<file path="config.mk">
export PLATFORM = sky130hd
export DESIGN_NAME = normalized_wake_word_match_core_flat
export DESIGN_NICKNAME = d
export VERILOG_FILES = /design/src/nwwm_pkg.sv /design/src/nwwm_text_if.sv /design/src/nwwm_result_if.sv /design/src/nwwm_word_build.sv /design/src/nwwm_front.sv /design/src/nwwm_queue.sv /design/src/nwwm_back.sv /design/src/normalized_wake_word_match_core.sv /design/src/flat_wrapper.sv
export SDC_FILE = /design/constraint.sdc
export NUM_CORES = 2
export LEC_CHECK = 0
export BUFFER_PORTS_ARGS = -buffer_cell sky130_fd_sc_hd__buf_2
export CAP_MARGIN = 20
export CORE_MARGIN = 1
export CORE_UTILIZATION = 40
export DETAILED_ROUTE_END_ITERATION = 8
export HOLD_SLACK_MARGIN = 0.1
export MAX_ROUTING_LAYER = met4
export PLACE_DENSITY = 0.66
export SYNTH_ARGS = -nofsm -noshare
export SYNTH_HDL_FRONTEND = slang
export SYNTH_SLANG_ARGS = --single-unit
</file>
<file path="constraint.sdc">
create_clock -name clk_i -period 39.9 [get_ports clk_i]
set_input_delay 7.98 -clock clk_i [delete_from_list [all_inputs] [get_ports clk_i]]
set_output_delay 7.98 -clock clk_i [all_outputs]
set_load 0.02 [all_outputs]
</file>
<file path="src/nwwm_pkg.sv">
package nwwm_pkg;

  // Default sizes, handed down from the top level
  localparam int WORD_MAX_BYTES_DEF = 31;
  localparam int TEXT_KEEP_MAX_DEF  = 127;

  // Raw wake word storage is fixed by the register map
  localparam int RAW_WORD_BYTES = 31;

  // Configuration port
  localparam int CFG_IDX_W  = 3;
  localparam int CFG_DATA_W = 64;
  localparam int TOP_W      = 56;
  localparam int LEN_W      = 5;

  localparam logic [CFG_IDX_W-1:0] CFG_PATTERN_LO   = 3'd0;
  localparam logic [CFG_IDX_W-1:0] CFG_PATTERN_MID  = 3'd1;
  localparam logic [CFG_IDX_W-1:0] CFG_PATTERN_HIGH = 3'd2;
  localparam logic [CFG_IDX_W-1:0] CFG_PATTERN_TOP  = 3'd3;
  localparam logic [CFG_IDX_W-1:0] CFG_PATTERN_LEN  = 3'd4;

  // Byte codes
  localparam logic [7:0] BYTE_NUL   = 8'h00;
  localparam logic [7:0] BYTE_E3    = 8'hE3;
  localparam logic [7:0] BYTE_80    = 8'h80;
  localparam logic [7:0] BYTE_81    = 8'h81;
  localparam logic [7:0] BYTE_82    = 8'h82;
  localparam logic [7:0] CHAR_SPACE = 8'h20;
  localparam logic [7:0] CHAR_COMMA = 8'h2C;
  localparam logic [7:0] CHAR_STOP  = 8'h2E;
  localparam logic [7:0] CHAR_A     = 8'h41;
  localparam logic [7:0] CHAR_Z     = 8'h5A;
  localparam logic [7:0] CASE_SHIFT = 8'd32;

  // One classified request: up to three kept bytes, oldest in slot 0
  typedef struct packed {
    logic [2:0][7:0] data;
    logic [1:0]      cnt;
    logic            last;
  } emit_t;

  function automatic logic [7:0] lower_byte(input logic [7:0] b);
    logic [7:0] r;
    r = b;
    if (b inside {[CHAR_A:CHAR_Z]}) r = b + CASE_SHIFT;
    return r;
  endfunction

  function automatic logic is_punct(input logic [7:0] b);
    return b inside {CHAR_SPACE, CHAR_COMMA, CHAR_STOP};
  endfunction

endpackage

</file>
<file path="src/nwwm_text_if.sv">
interface nwwm_text_if;
  logic       valid;
  logic       ready;
  logic [7:0] text_byte;
  logic       last_byte;

  modport source (output valid, output text_byte, output last_byte, input ready);
  modport sink   (input valid, input text_byte, input last_byte, output ready);
endinterface

</file>
<file path="src/nwwm_result_if.sv">
interface nwwm_result_if;
  logic valid;
  logic ready;
  logic word_found;
  logic message_done;

  modport source (output valid, output word_found, output message_done, input ready);
  modport sink   (input valid, input word_found, input message_done, output ready);
endinterface

</file>
<file path="src/nwwm_word_build.sv">
module nwwm_word_build #(
  parameter int WORD_MAX_BYTES = nwwm_pkg::WORD_MAX_BYTES_DEF
) (
  input  logic                           clk_i,
  input  logic                           rst_ni,
  input  logic                           cfg_we_i,
  input  logic [nwwm_pkg::CFG_IDX_W-1:0]  cfg_idx_i,
  input  logic [nwwm_pkg::CFG_DATA_W-1:0] cfg_data_i,
  output logic [7:0]                     word_o [WORD_MAX_BYTES],
  output logic [WORD_MAX_BYTES-1:0]      mask_o,
  output logic                           empty_o,
  output logic                           ready_o
);
  import nwwm_pkg::*;

  logic [CFG_DATA_W-1:0] lo_q, mid_q, high_q;
  logic [TOP_W-1:0]      top_q;
  logic [LEN_W-1:0]      len_q;

  logic                  load_q, busy_q;
  logic [7:0]            scan_q [RAW_WORD_BYTES];
  logic [7:0]            word_q [WORD_MAX_BYTES];
  logic [WORD_MAX_BYTES-1:0] mask_q;
  logic [7:0]            raw_masked [RAW_WORD_BYTES];
  logic [RAW_WORD_BYTES*8-1:0] raw_all;

  // Configuration registers
  always_ff @(posedge clk_i or negedge rst_ni) begin
    if (!rst_ni) begin
      lo_q   <= '0;
      mid_q  <= '0;
      high_q <= '0;
      top_q  <= '0;
      len_q  <= '0;
    end else if (cfg_we_i) begin
      case (cfg_idx_i)
        CFG_PATTERN_LO:   lo_q   <= cfg_data_i;
        CFG_PATTERN_MID:  mid_q  <= cfg_data_i;
        CFG_PATTERN_HIGH: high_q <= cfg_data_i;
        CFG_PATTERN_TOP:  top_q  <= cfg_data_i[TOP_W-1:0];
        CFG_PATTERN_LEN:  len_q  <= cfg_data_i[LEN_W-1:0];
        default: ;
      endcase
    end
  end

  // Raw bytes, zero past the programmed length
  assign raw_all = {top_q, high_q, mid_q, lo_q};

  always_comb begin
    for (int k = 0; k < RAW_WORD_BYTES; k++) begin
      raw_masked[k] = raw_all[8*k +: 8];
      if (LEN_W'(k) >= len_q) raw_masked[k] = BYTE_NUL;
    end
  end

  // Scan control: a write restarts the scan, one raw byte a step, or three for an ideographic comma
  logic [7:0] head;
  logic       triple, stop, append;

  always_comb begin
    head   = scan_q[0];
    triple = (scan_q[0] == BYTE_E3) && (scan_q[1] == BYTE_80) && (scan_q[2] == BYTE_81);
    stop   = (head == BYTE_NUL) || mask_q[0];
    append = busy_q && !stop && !triple && !is_punct(head);
  end

  always_ff @(posedge clk_i or negedge rst_ni) begin
    if (!rst_ni) begin
      load_q <= 1'b0;
      busy_q <= 1'b0;
      mask_q <= '0;
    end else if (cfg_we_i) begin
      load_q <= 1'b1;
      busy_q <= 1'b0;
    end else if (load_q) begin
      load_q <= 1'b0;
      busy_q <= 1'b1;
      mask_q <= '0;
    end else if (busy_q) begin
      if (stop) busy_q <= 1'b0;
      if (append) begin
        for (int j = 0; j < WORD_MAX_BYTES - 1; j++) mask_q[j] <= mask_q[j+1];
        mask_q[WORD_MAX_BYTES-1] <= 1'b1;
      end
    end
  end

  // Scan shift line and right-aligned normalized word
  always_ff @(posedge clk_i) begin
    if (load_q && !cfg_we_i) begin
      scan_q <= raw_masked;
    end else if (busy_q && !stop && !cfg_we_i) begin
      if (triple) begin
        for (int j = 0; j < RAW_WORD_BYTES; j++)
          scan_q[j] <= (j + 3 < RAW_WORD_BYTES) ? scan_q[(j+3) % RAW_WORD_BYTES] : BYTE_NUL;
      end else begin
        for (int j = 0; j < RAW_WORD_BYTES; j++)
          scan_q[j] <= (j + 1 < RAW_WORD_BYTES) ? scan_q[(j+1) % RAW_WORD_BYTES] : BYTE_NUL;
      end
    end
    if (append && !cfg_we_i) begin
      for (int j = 0; j < WORD_MAX_BYTES - 1; j++) word_q[j] <= word_q[j+1];
      word_q[WORD_MAX_BYTES-1] <= lower_byte(head);
    end
  end

  assign word_o  = word_q;
  assign mask_o  = mask_q;
  assign empty_o = ~|mask_q;
  assign ready_o = !load_q && !busy_q;

endmodule

</file>
<file path="src/nwwm_front.sv">
module nwwm_front (
  input  logic            clk_i,
  input  logic            rst_ni,
  nwwm_text_if.sink       text_i,
  input  logic            space_i,
  output logic            push_o,
  output nwwm_pkg::emit_t entry_o
);
  import nwwm_pkg::*;

  localparam logic [1:0] PEND_NONE = 2'd0;
  localparam logic [1:0] PEND_E3   = 2'd1;
  localparam logic [1:0] PEND_E380 = 2'd2;

  logic [1:0] pend_q, pend_d;
  logic       dead_q, dead_d;

  assign text_i.ready = space_i;
  assign push_o       = text_i.valid && space_i;

  // Classify one byte into the bytes it keeps
  always_comb begin
    logic [7:0] b;
    logic [1:0] n;
    logic       go;
    b        = text_i.text_byte;
    n        = 2'd0;
    go       = 1'b1;
    entry_o  = '0;
    pend_d   = pend_q;
    dead_d   = dead_q;
    if (!dead_q) begin
      if (b == BYTE_NUL) begin
        // end of text: flush held prefix, ignore the rest
        if (pend_q != PEND_NONE) begin
          entry_o.data[n] = BYTE_E3;
          n = n + 2'd1;
        end
        if (pend_q == PEND_E380) begin
          entry_o.data[n] = BYTE_80;
          n = n + 2'd1;
        end
        pend_d = PEND_NONE;
        dead_d = 1'b1;
      end else begin
        case (pend_q)
          PEND_E3: begin
            if (b == BYTE_80) begin
              pend_d = PEND_E380;
              go     = 1'b0;
            end else begin
              entry_o.data[n] = BYTE_E3;
              n = n + 2'd1;
            end
          end
          PEND_E380: begin
            if (b inside {BYTE_81, BYTE_82}) begin
              pend_d = PEND_NONE;
              go     = 1'b0;
            end else begin
              entry_o.data[n] = BYTE_E3;
              n = n + 2'd1;
              entry_o.data[n] = BYTE_80;
              n = n + 2'd1;
            end
          end
          default: ;
        endcase
        if (go) begin
          if (b == BYTE_E3) begin
            pend_d = PEND_E3;
          end else begin
            pend_d = PEND_NONE;
            if (!is_punct(b)) begin
              entry_o.data[n] = lower_byte(b);
              n = n + 2'd1;
            end
          end
        end
      end
    end
    // message end: held prefix is kept
    if (text_i.last_byte) begin
      if (pend_d != PEND_NONE) begin
        entry_o.data[n] = BYTE_E3;
        n = n + 2'd1;
      end
      if (pend_d == PEND_E380) begin
        entry_o.data[n] = BYTE_80;
        n = n + 2'd1;
      end
      pend_d = PEND_NONE;
      dead_d = 1'b0;
    end
    entry_o.cnt  = n;
    entry_o.last = text_i.last_byte;
  end

  always_ff @(posedge clk_i or negedge rst_ni) begin
    if (!rst_ni) begin
      pend_q <= PEND_NONE;
      dead_q <= 1'b0;
    end else if (push_o) begin
      pend_q <= pend_d;
      dead_q <= dead_d;
    end
  end

endmodule

</file>
<file path="src/nwwm_queue.sv">
module nwwm_queue (
  input  logic            clk_i,
  input  logic            rst_ni,
  input  logic            push_i,
  input  nwwm_pkg::emit_t entry_i,
  output logic            full_o,
  input  logic            pop_i,
  output logic            empty_o,
  output nwwm_pkg::emit_t head_o
);
  import nwwm_pkg::*;

  emit_t      slot_q [2];
  logic       wptr_q, rptr_q;
  logic [1:0] fill_q;

  assign full_o  = fill_q[1];
  assign empty_o = (fill_q == 2'd0);
  assign head_o  = slot_q[rptr_q];

  // Pointers and fill level
  always_ff @(posedge clk_i or negedge rst_ni) begin
    if (!rst_ni) begin
      wptr_q <= 1'b0;
      rptr_q <= 1'b0;
      fill_q <= 2'd0;
    end else begin
      if (push_i) wptr_q <= ~wptr_q;
      if (pop_i)  rptr_q <= ~rptr_q;
      if (push_i && !pop_i)      fill_q <= fill_q + 2'd1;
      else if (pop_i && !push_i) fill_q <= fill_q - 2'd1;
    end
  end

  always_ff @(posedge clk_i) begin
    if (push_i) slot_q[wptr_q] <= entry_i;
  end

endmodule

</file>
<file path="src/nwwm_back.sv">
module nwwm_back #(
  parameter int WORD_MAX_BYTES = nwwm_pkg::WORD_MAX_BYTES_DEF,
  parameter int TEXT_KEEP_MAX  = nwwm_pkg::TEXT_KEEP_MAX_DEF
) (
  input  logic                      clk_i,
  input  logic                      rst_ni,
  input  logic                      head_valid_i,
  input  nwwm_pkg::emit_t           head_i,
  output logic                      pop_o,
  input  logic [7:0]                word_i [WORD_MAX_BYTES],
  input  logic [WORD_MAX_BYTES-1:0] mask_i,
  input  logic                      empty_i,
  nwwm_result_if.source             result_o
);
  import nwwm_pkg::*;

  localparam int KW = $clog2(TEXT_KEEP_MAX + 1);
  localparam logic [KW+1:0] KEEP_LIMIT = (KW+2)'(TEXT_KEEP_MAX);

  logic [7:0]    window_q [WORD_MAX_BYTES];
  logic [KW-1:0] kept_q;
  logic          found_q;
  logic          out_valid_q, out_found_q, out_done_q;

  logic [7:0]    win [4][WORD_MAX_BYTES];
  logic [3:1]    take, match;
  logic [1:0]    nt;
  logic          found_now;

  assign pop_o = head_valid_i && (!out_valid_q || result_o.ready);

  // Window after each of up to three kept bytes, and the match at each
  always_comb begin
    win[0] = window_q;
    for (int k = 1; k < 4; k++) begin
      for (int j = 0; j < WORD_MAX_BYTES - 1; j++) win[k][j] = win[k-1][j+1];
      win[k][WORD_MAX_BYTES-1] = head_i.data[k-1];
      match[k] = 1'b1;
      for (int j = 0; j < WORD_MAX_BYTES; j++)
        if (mask_i[j] && (win[k][j] != word_i[j])) match[k] = 1'b0;
      take[k] = (head_i.cnt >= 2'(k)) &&
                (({2'b00, kept_q} + (KW+2)'(k - 1)) < KEEP_LIMIT);
    end
    nt        = 2'(take[1]) + 2'(take[2]) + 2'(take[3]);
    found_now = found_q || empty_i || |(match & take);
  end

  // Message state
  always_ff @(posedge clk_i or negedge rst_ni) begin
    if (!rst_ni) begin
      kept_q   <= '0;
      found_q  <= 1'b0;
      window_q <= '{default: '0};
    end else if (pop_o) begin
      if (head_i.last) begin
        kept_q   <= '0;
        found_q  <= 1'b0;
        window_q <= '{default: '0};
      end else begin
        kept_q   <= kept_q + KW'(nt);
        found_q  <= found_now;
        window_q <= win[nt];
      end
    end
  end

  // Result register
  always_ff @(posedge clk_i or negedge rst_ni) begin
    if (!rst_ni) begin
      out_valid_q <= 1'b0;
    end else if (pop_o) begin
      out_valid_q <= 1'b1;
    end else if (result_o.ready) begin
      out_valid_q <= 1'b0;
    end
  end

  always_ff @(posedge clk_i) begin
    if (pop_o) begin
      out_found_q <= found_now;
      out_done_q  <= head_i.last;
    end
  end

  assign result_o.valid        = out_valid_q;
  assign result_o.word_found   = out_found_q;
  assign result_o.message_done = out_done_q;

endmodule

</file>
<file path="src/normalized_wake_word_match_core.sv">
// Wake word matcher: takes one text byte per request and returns one result per byte,
// word_found being sticky within the message and final where message_done is set.
// Text and word are normalized (space, comma and full stop dropped, ASCII capitals
// lower-cased, ideographic comma and full stop removed from the text, ideographic
// comma from the word). A classifier in front resolves the held E3 / E3 80 prefix
// and queues up to three kept bytes per request; the matcher behind shifts them
// into the recent-byte window and compares against the word combinationally, so
// the sustained rate is one byte per cycle while results are taken; a byte passes
// the queue slot and then the result register. After any configuration write the
// input is held off while the word normalizer scans the raw word.
module normalized_wake_word_match_core #(
  parameter int WORD_MAX_BYTES = nwwm_pkg::WORD_MAX_BYTES_DEF,
  parameter int TEXT_KEEP_MAX  = nwwm_pkg::TEXT_KEEP_MAX_DEF
) (
  input  logic                           clk_i,
  input  logic                           rst_ni,
  input  logic                           cfg_we_i,
  input  logic [nwwm_pkg::CFG_IDX_W-1:0]  cfg_idx_i,
  input  logic [nwwm_pkg::CFG_DATA_W-1:0] cfg_data_i,
  nwwm_text_if.sink                      text_i,
  nwwm_result_if.source                  result_o
);
  import nwwm_pkg::*;

  logic [7:0]                word [WORD_MAX_BYTES];
  logic [WORD_MAX_BYTES-1:0] mask;
  logic                      word_empty, word_ready;
  logic                      push, pop, q_full, q_empty;
  emit_t                     entry, head;

  // Word registers and normalizer
  nwwm_word_build #(
    .WORD_MAX_BYTES(WORD_MAX_BYTES)
  ) u_word (
    .clk_i     (clk_i),
    .rst_ni    (rst_ni),
    .cfg_we_i  (cfg_we_i),
    .cfg_idx_i (cfg_idx_i),
    .cfg_data_i(cfg_data_i),
    .word_o    (word),
    .mask_o    (mask),
    .empty_o   (word_empty),
    .ready_o   (word_ready)
  );

  // Byte classifier
  nwwm_front u_front (
    .clk_i  (clk_i),
    .rst_ni (rst_ni),
    .text_i (text_i),
    .space_i(!q_full && word_ready),
    .push_o (push),
    .entry_o(entry)
  );

  // Decoupling queue
  nwwm_queue u_queue (
    .clk_i  (clk_i),
    .rst_ni (rst_ni),
    .push_i (push),
    .entry_i(entry),
    .full_o (q_full),
    .pop_i  (pop),
    .empty_o(q_empty),
    .head_o (head)
  );

  // Window and match
  nwwm_back #(
    .WORD_MAX_BYTES(WORD_MAX_BYTES),
    .TEXT_KEEP_MAX (TEXT_KEEP_MAX)
  ) u_back (
    .clk_i       (clk_i),
    .rst_ni      (rst_ni),
    .head_valid_i(!q_empty),
    .head_i      (head),
    .pop_o       (pop),
    .word_i      (word),
    .mask_i      (mask),
    .empty_i     (word_empty),
    .result_o    (result_o)
  );

endmodule
</file>
<file path="src/flat_wrapper.sv">
// flat-port wrapper written by rule: the top's interface ports become plain ports
module normalized_wake_word_match_core_flat import nwwm_pkg::*;
#(
  parameter int WORD_MAX_BYTES = nwwm_pkg::WORD_MAX_BYTES_DEF,
  parameter int TEXT_KEEP_MAX  = nwwm_pkg::TEXT_KEEP_MAX_DEF
)
  (clk_i, rst_ni, cfg_we_i, cfg_idx_i, cfg_data_i, text_i_valid, text_i_text_byte, text_i_last_byte, text_i_ready, result_o_valid, result_o_word_found, result_o_message_done, result_o_ready);
  nwwm_text_if text_i_i ();
  nwwm_result_if result_o_i ();
  input  logic clk_i;
  input  logic rst_ni;
  input  logic cfg_we_i;
  input  logic [nwwm_pkg::CFG_IDX_W-1:0] cfg_idx_i;
  input  logic [nwwm_pkg::CFG_DATA_W-1:0] cfg_data_i;
  input wire logic [$bits(text_i_i.valid)-1:0] text_i_valid;
  input wire logic [$bits(text_i_i.text_byte)-1:0] text_i_text_byte;
  input wire logic [$bits(text_i_i.last_byte)-1:0] text_i_last_byte;
  output wire logic [$bits(text_i_i.ready)-1:0] text_i_ready;
  output wire logic [$bits(result_o_i.valid)-1:0] result_o_valid;
  output wire logic [$bits(result_o_i.word_found)-1:0] result_o_word_found;
  output wire logic [$bits(result_o_i.message_done)-1:0] result_o_message_done;
  input wire logic [$bits(result_o_i.ready)-1:0] result_o_ready;
  assign text_i_i.valid = text_i_valid;
  assign text_i_i.text_byte = text_i_text_byte;
  assign text_i_i.last_byte = text_i_last_byte;
  assign text_i_ready = text_i_i.ready;
  assign result_o_valid = result_o_i.valid;
  assign result_o_word_found = result_o_i.word_found;
  assign result_o_message_done = result_o_i.message_done;
  assign result_o_i.ready = result_o_ready;
  normalized_wake_word_match_core #(.WORD_MAX_BYTES(WORD_MAX_BYTES), .TEXT_KEEP_MAX(TEXT_KEEP_MAX)) u_core (.clk_i(clk_i), .rst_ni(rst_ni), .cfg_we_i(cfg_we_i), .cfg_idx_i(cfg_idx_i), .cfg_data_i(cfg_data_i), .text_i(text_i_i), .result_o(result_o_i));
endmodule
</file>
* Yosys cells after proc, flatten, opt, wreduce, memory -nomap -nowiden
Memories as Yosys holds them, arrays and structs flattened.
Cells that the tools add are included.
** Storage, ports and cells
- Flip-flop bits (word level) :: 1048
- Bits in writable memories :: 54
- Input port bits :: 81
- Output and inout port bits :: 4
- Logic and storage cells :: 674
- Memories :: 1
** Cells by class
- Add/subtract/negate cells :: 13
- Magnitude comparators :: 50
- Equal/unequal tests :: 113
- Multiplexer cells :: 218
- Bitwise operators :: 14
- Reduce and logical (&&, ||, !) cells :: 154
** Memories
- u_core.u_queue.slot_q :: depth 2, width 27, rd ports 1, clocked after Yosys merged registers in 0, write ports 1, line nwwm_queue.sv:13 : emit_t slot_q [2];
** Operators by type and width (number)
- 248-bit 2-to-1 mux :: 6
- 8-bit inequality test :: 93
- 248-bit binary-select mux with 2-bit select :: 1
- 8-bit 2-to-1 mux :: 51
- 24-bit 2-to-1 mux :: 10
- 1-bit logical AND :: 116
- 1-bit 2-to-1 mux :: 113
- 31-bit 2-to-1 mux :: 3
- 5-bit greater-or-equal comparator (first input constant) :: 15
- 8-bit demux with 2-bit select :: 4
- 8-bit equality test (second input constant) :: 7
- 8-bit by 6-bit equality test with 1-bit output (second input constant) :: 6
- 2-bit 2-to-1 mux :: 23
- 21-bit inverter :: 2
- 4-bit by 5-bit greater-or-equal comparator with 1-bit output (first input constant) :: 8
- 31-bit OR reduction :: 1
- 24-bit bitwise mux :: 1
- 21-bit AND :: 1
- 7-bit by 21-bit AND with 21-bit output :: 1
- 3-bit by 5-bit greater-or-equal comparator with 1-bit output (first input constant) :: 4
- 8-bit by 6-bit adder with 8-bit output (second input constant) :: 2
- 8-bit by 7-bit greater-or-equal comparator with 1-bit output (second input constant) :: 2
- 8-bit by 7-bit <= comparator with 1-bit output (second input constant) :: 2
- 8-bit logical NOT :: 2
- other kinds (42) :: 88

* Longest topological paths before layout
- Depth after elaboration :: 37
- Gate-level depth with buffers :: 16
- Mapped depth without buffers :: 14

* Hierarchy
A second synthesis with hierarchy kept.
** Second synthesis, totals
- Cell total of the unflattened synthesis :: 4547
- Area total of the unflattened synthesis :: 58571.2 um2
** Modules (own cells, without submodules)
- nwwm_word_build :: instances 1, cells each 2005, area an instance 30953.4 um2, sequential area each 22051.1 um2
- nwwm_back :: instances 1, cells each 2267, area an instance 24207.0 um2, sequential area each 6291.0 um2
- nwwm_queue :: instances 1, cells each 99, area an instance 2228.4 um2, sequential area each 1721.7 um2
- nwwm_front :: instances 1, cells each 174, area an instance 1164.9 um2, sequential area each 75.1 um2
- normalized_wake_word_match_core :: instances 1, cells each 2, area an instance 17.5 um2, sequential area each 0.0 um2

* Worst setup path before layout
OpenSTA, ideal clock, no wires.
- Kind :: input-to-reg
- Start point :: input cfg_we_i
- End point :: register u_core.u_word.mask_q[10] (netlist: u_core.u_word.mask_o[10])
- Setup time :: 0.121 ns
- Arrival :: 26.976 ns
- Data required time :: 39.779 ns
- Setup slack :: 12.803 ns
- Cell stages on the path :: 6
- Path buffers :: 1
- Path through :: nor3b_1 -> o31ai_1 -> nor3_1 -> nor2_1 -> clkbuf_1 -> a22o_1
** Between the ends
- Word-level cells in the longest chain between the ends :: 2
** Ends and longest elaborated chain
- from (decl) :: line flat_wrapper.sv:12 : input logic cfg_we_i;
- 1-bit inverter (no line)
- 3-bit AND reduction (no line)
- to (signal assigned) :: line nwwm_word_build.sv:72 : mask_q <= '0;
- to (signal assigned) :: line nwwm_word_build.sv:79 : mask_q <= '0;
- to (signal, indexed assignment) :: line nwwm_word_build.sv:84 : mask_q[WORD_MAX_BYTES-1] <= 1'b1;
- to (decl) :: line nwwm_word_build.sv:23 : logic [WORD_MAX_BYTES-1:0] mask_q;
Every way passes these cells.
A chain may end at the register's enable or synchronous reset.

==> flow_summary.toml <==
[clock_tree]
cts_sinks = 1094
cts-buffers-inserted = 113
h-tree-depth = 3
insertion_delay_ns = 0.74
cts_setup_buffers = 0
cts_tree = "built"
clk_pin_slew_ns = 0.06
cts_root_buf = "clkbuf_16"
cts.path.max_buffers = 3
postCtsHoldBufs = 0
post_cts_resized = 0

[timing]
finalSetupTns_ns = 0
post-route-min-period_ns = 11.07
timing.fmax_mhz = 90.4
fin_skew_ns = 0.0315
worst_slew_pin_slew_ns = 1.22
hold_viol = 0
finalCritPeriodShare_pct = 27.7
hold_ws_ns = 0.480
max_slew_margin_pct = 18.6
finalSetupViolations = 0
slew_viol_final = 0
rsz0062_at_grt = "no"
fin_ws_ns = 28.83

[synth]
synth-seq-cells = 1094
synth_top_area_cell = "edfxtp_1"
synth_area_sq_um = 57100
ys_seq_area_share_pct = 52.8
syn_inst = 4755
synth_top_area_share_pct = 29.0
synth.distinct_cells = 68
syn-num-nets = 4857
synthArstFlopShare_pct = 49.5
syn_area_per_cell_sq_um = 12.0
synth_edf_count = 552
yosysWarnings = 0
ys.flop_type = "edfxtp_1"
yosys-top-cells-area = "edfxtp_1 29%, dfrtp_1 24%, xnor2_1 11%, mux2i_1 6.0%, mux2_2 5.6%"

[placed_design]
port_buffers = 84
routabilityCongestion = 0.876
pre_cts_slack_ns = 28.09
place_hpwl_mm = 109

[layout]
utilization_pct = 44.1
area_growth_pct = 9.53
drive_above_1_share_pct = 15.8
layout.nets = 4659
layout_commonest_cell = "xnor2_1"
final_cell_mix = "720 x xnor2_1, 552 x edfxtp_1, 542 x dfrtp_1"

[setup_path]
timing.rr.start = "u_core.u_queue.rptr_q"
worstRegToRegCells = 10
reg2reg_setup_slack_ns = 34.14
setup.worst_path.class = "primary input to flop"
critPathTopFamily = "simple AND/OR/NAND/NOR gates"
critPathBufInv = 2
cp_cell_sequence = "buf_2, or4_1, a2111oi_2, nor2_1, xnor2_1, a2bb2oi_1, nor2_1, inv_1, ha_1, mux2_2, ha_1, and3_2, nand3b_1"
crit_slowest_cell = "or4_1"
r2r-end = "u_core.u_back.win[142]"
end_kind = "flop"
worst-path-max-fanout = 9
required_ns = 40.35
critPathArrivalTime_ns = 11.52
cp-start-kind = "primary input"
cpPeakStageDelay_ns = 0.70

[drt]
drc = 0
wirelength_mm = 160
via_per_inst = 5.81
drtIter0Drc = 3705
ant_nets = 0
dr.pass1.iters = 6
vias = 38100
wire_per_inst_microns = 24.4

[min_path]
worstHoldStart = "u_core.u_back.kept_q[6]"
hold_depth = 1
min_path_type = "flop to flop"
holdPathEnd = "u_core.u_back.kept_q[6]"

[pwr]
ir_worst_vdd_uv = 92.9
p_int_mw = 2.64
p_sw_mw = 1.48
power_mw = 4.12
clock_power_share_pct = 26.4
p_leak_nw = 22.2
p_seq_share_pct = 41.9
switching_share_pct = 36.0
comb_power_share_pct = 31.7
power.density_nw_per_um2 = 65.9

[grt]
gr-total-overflow = 0
grt_pass1_vias = 37800
grt_pass1_wl_mm = 244
grtUsageTotal_pct = 22.4
antenna_found_initial = 20
grt_max_degree = 190

[floorplanning]
dieArea_sq_um = 144000
coreArea_sq_um = 142000
start_util_pct = 40.3
ios = 85
fp.dieW_microns = 380
num_rows = 138
dieHeight_microns = 380

[run]
cap_violations = 0

[outcome]
status = "finished clean"
cells by family (layout without fill, tap and decap cells):
logic type | after synthesis | count (layout) | share of synthesized area [%]
AO/OA/AOI/OAI | 782 | 782 | 8.98
XOR/XNOR | 755 | 755 | 11.6
adder cells (fa/ha/maj) | 21 | 21 | 0.487
buffers and inverters | 490 | 392 | 3.34
flip-flops | 1094 | 1094 | 52.8
multiplexers | 725 | 725 | 15.4
other | 0 | 15 | 0
AND/OR/NAND/NOR | 888 | 888 | 7.34
metal layers:
| layer | vias up | global-route usage [%] | share of wire [%] |
|---|---|---|---|
| li1 | 16900 | - | - |
| met1 | 19800 | 29.7 | 42 |
| met2 | 1233 | 35.9 | 49 |
| met3 | 241 | 3.31 | 5.9 |
| met4 | 0 | 6.21 | 3.0 |
| met5 | - | - | 0 |
how the worst max path moves through the flow:
stage / startpoint / slack, ns / depth (start not counted) / end
after global routing: text_i_text_byte[2] / 28.63 / 13 / u_core.u_queue.slot_q[1][26]
after global placement: text_i_text_byte[2] / 28.13 / 13 / u_core.u_queue.slot_q[0][26]
after CTS: text_i_text_byte[2] / 28.89 / 13 / u_core.u_queue.slot_q[0][26]
final: text_i_text_byte[2] / 28.83 / 13 / u_core.u_queue.slot_q[1][26]
after floorplan: cfg_we_i / 12.80 / 6 / u_core.u_word.mask_o[10]
after detailed placement: text_i_text_byte[2] / 28.09 / 13 / u_core.u_queue.slot_q[0][26]
power groups by stage:
stage	registers, mW	logic (mW)	clock network (mW)
5_1_grt	1.75	1.42	1.15
3_3_place_gp	1.73	1.28	0
6_report	1.73	1.30	1.09
4_1_cts	1.72	1.31	1.10
2_1_floorplan	1.49	1.20	0
3_5_place_dp	1.74	1.30	0
per-stage QoR:
| stage | area [sq um] | instances |
|---|---|---|
| after detailed placement | 58600 | 6327 |
| after floorplan | 57100 | 4755 |
| final | 62500 | 6562 |
| after global placement | 58600 | 6326 |
| after global routing | 62500 | 6561 |
| after CTS | 62400 | 6542 |
sequential cells by signal (all words and copies together), names as in the netlist, 2 cells and up:
register               cells
u_core.u_queue.slot_q     54
u_core.u_back.win        240
u_core.u_word.scan_q     240
u_core.u_word.mid_q       64
u_core.u_word.top_q       56
u_core.u_word.mask_o      31
u_core.u_word.lo_q        64
u_core.u_queue.fill_q      2
u_core.u_back.kept_q       7
u_core.u_word.word_o     248
u_core.u_word.len_q        5
u_core.u_front.pend_q      2
u_core.u_word.high_q      64
u_core.u_word.head         8
cells in the mapped netlist, types with 30 or more instances:
cell / n
mux2_2: 286
xnor2_1: 720
mux2i_1: 343
a32o_1: 88
inv_1: 33
nand4_1: 210
buf_1: 30
mux4_2: 96
nor2_1: 56
o21ai_0: 402
dfrtp_1: 542
xor2_1: 35
nand2_1: 507
edfxtp_1: 552
clkbuf_1: 392
a22o_1: 152
a21oi_1: 68
final cells by class:
cell class,count,area (sq um)
fillers,13000,79100
flip-flops and latches,1094,30100
multi-input cells,3171,25100
clock buffers,153,3130
well taps,1890,2360
repair buffers,144,942
clock inverters,62,661
inverters,33,126
diodes,15,37.5
Note: power is estimated with default switching activity, not from simulation.
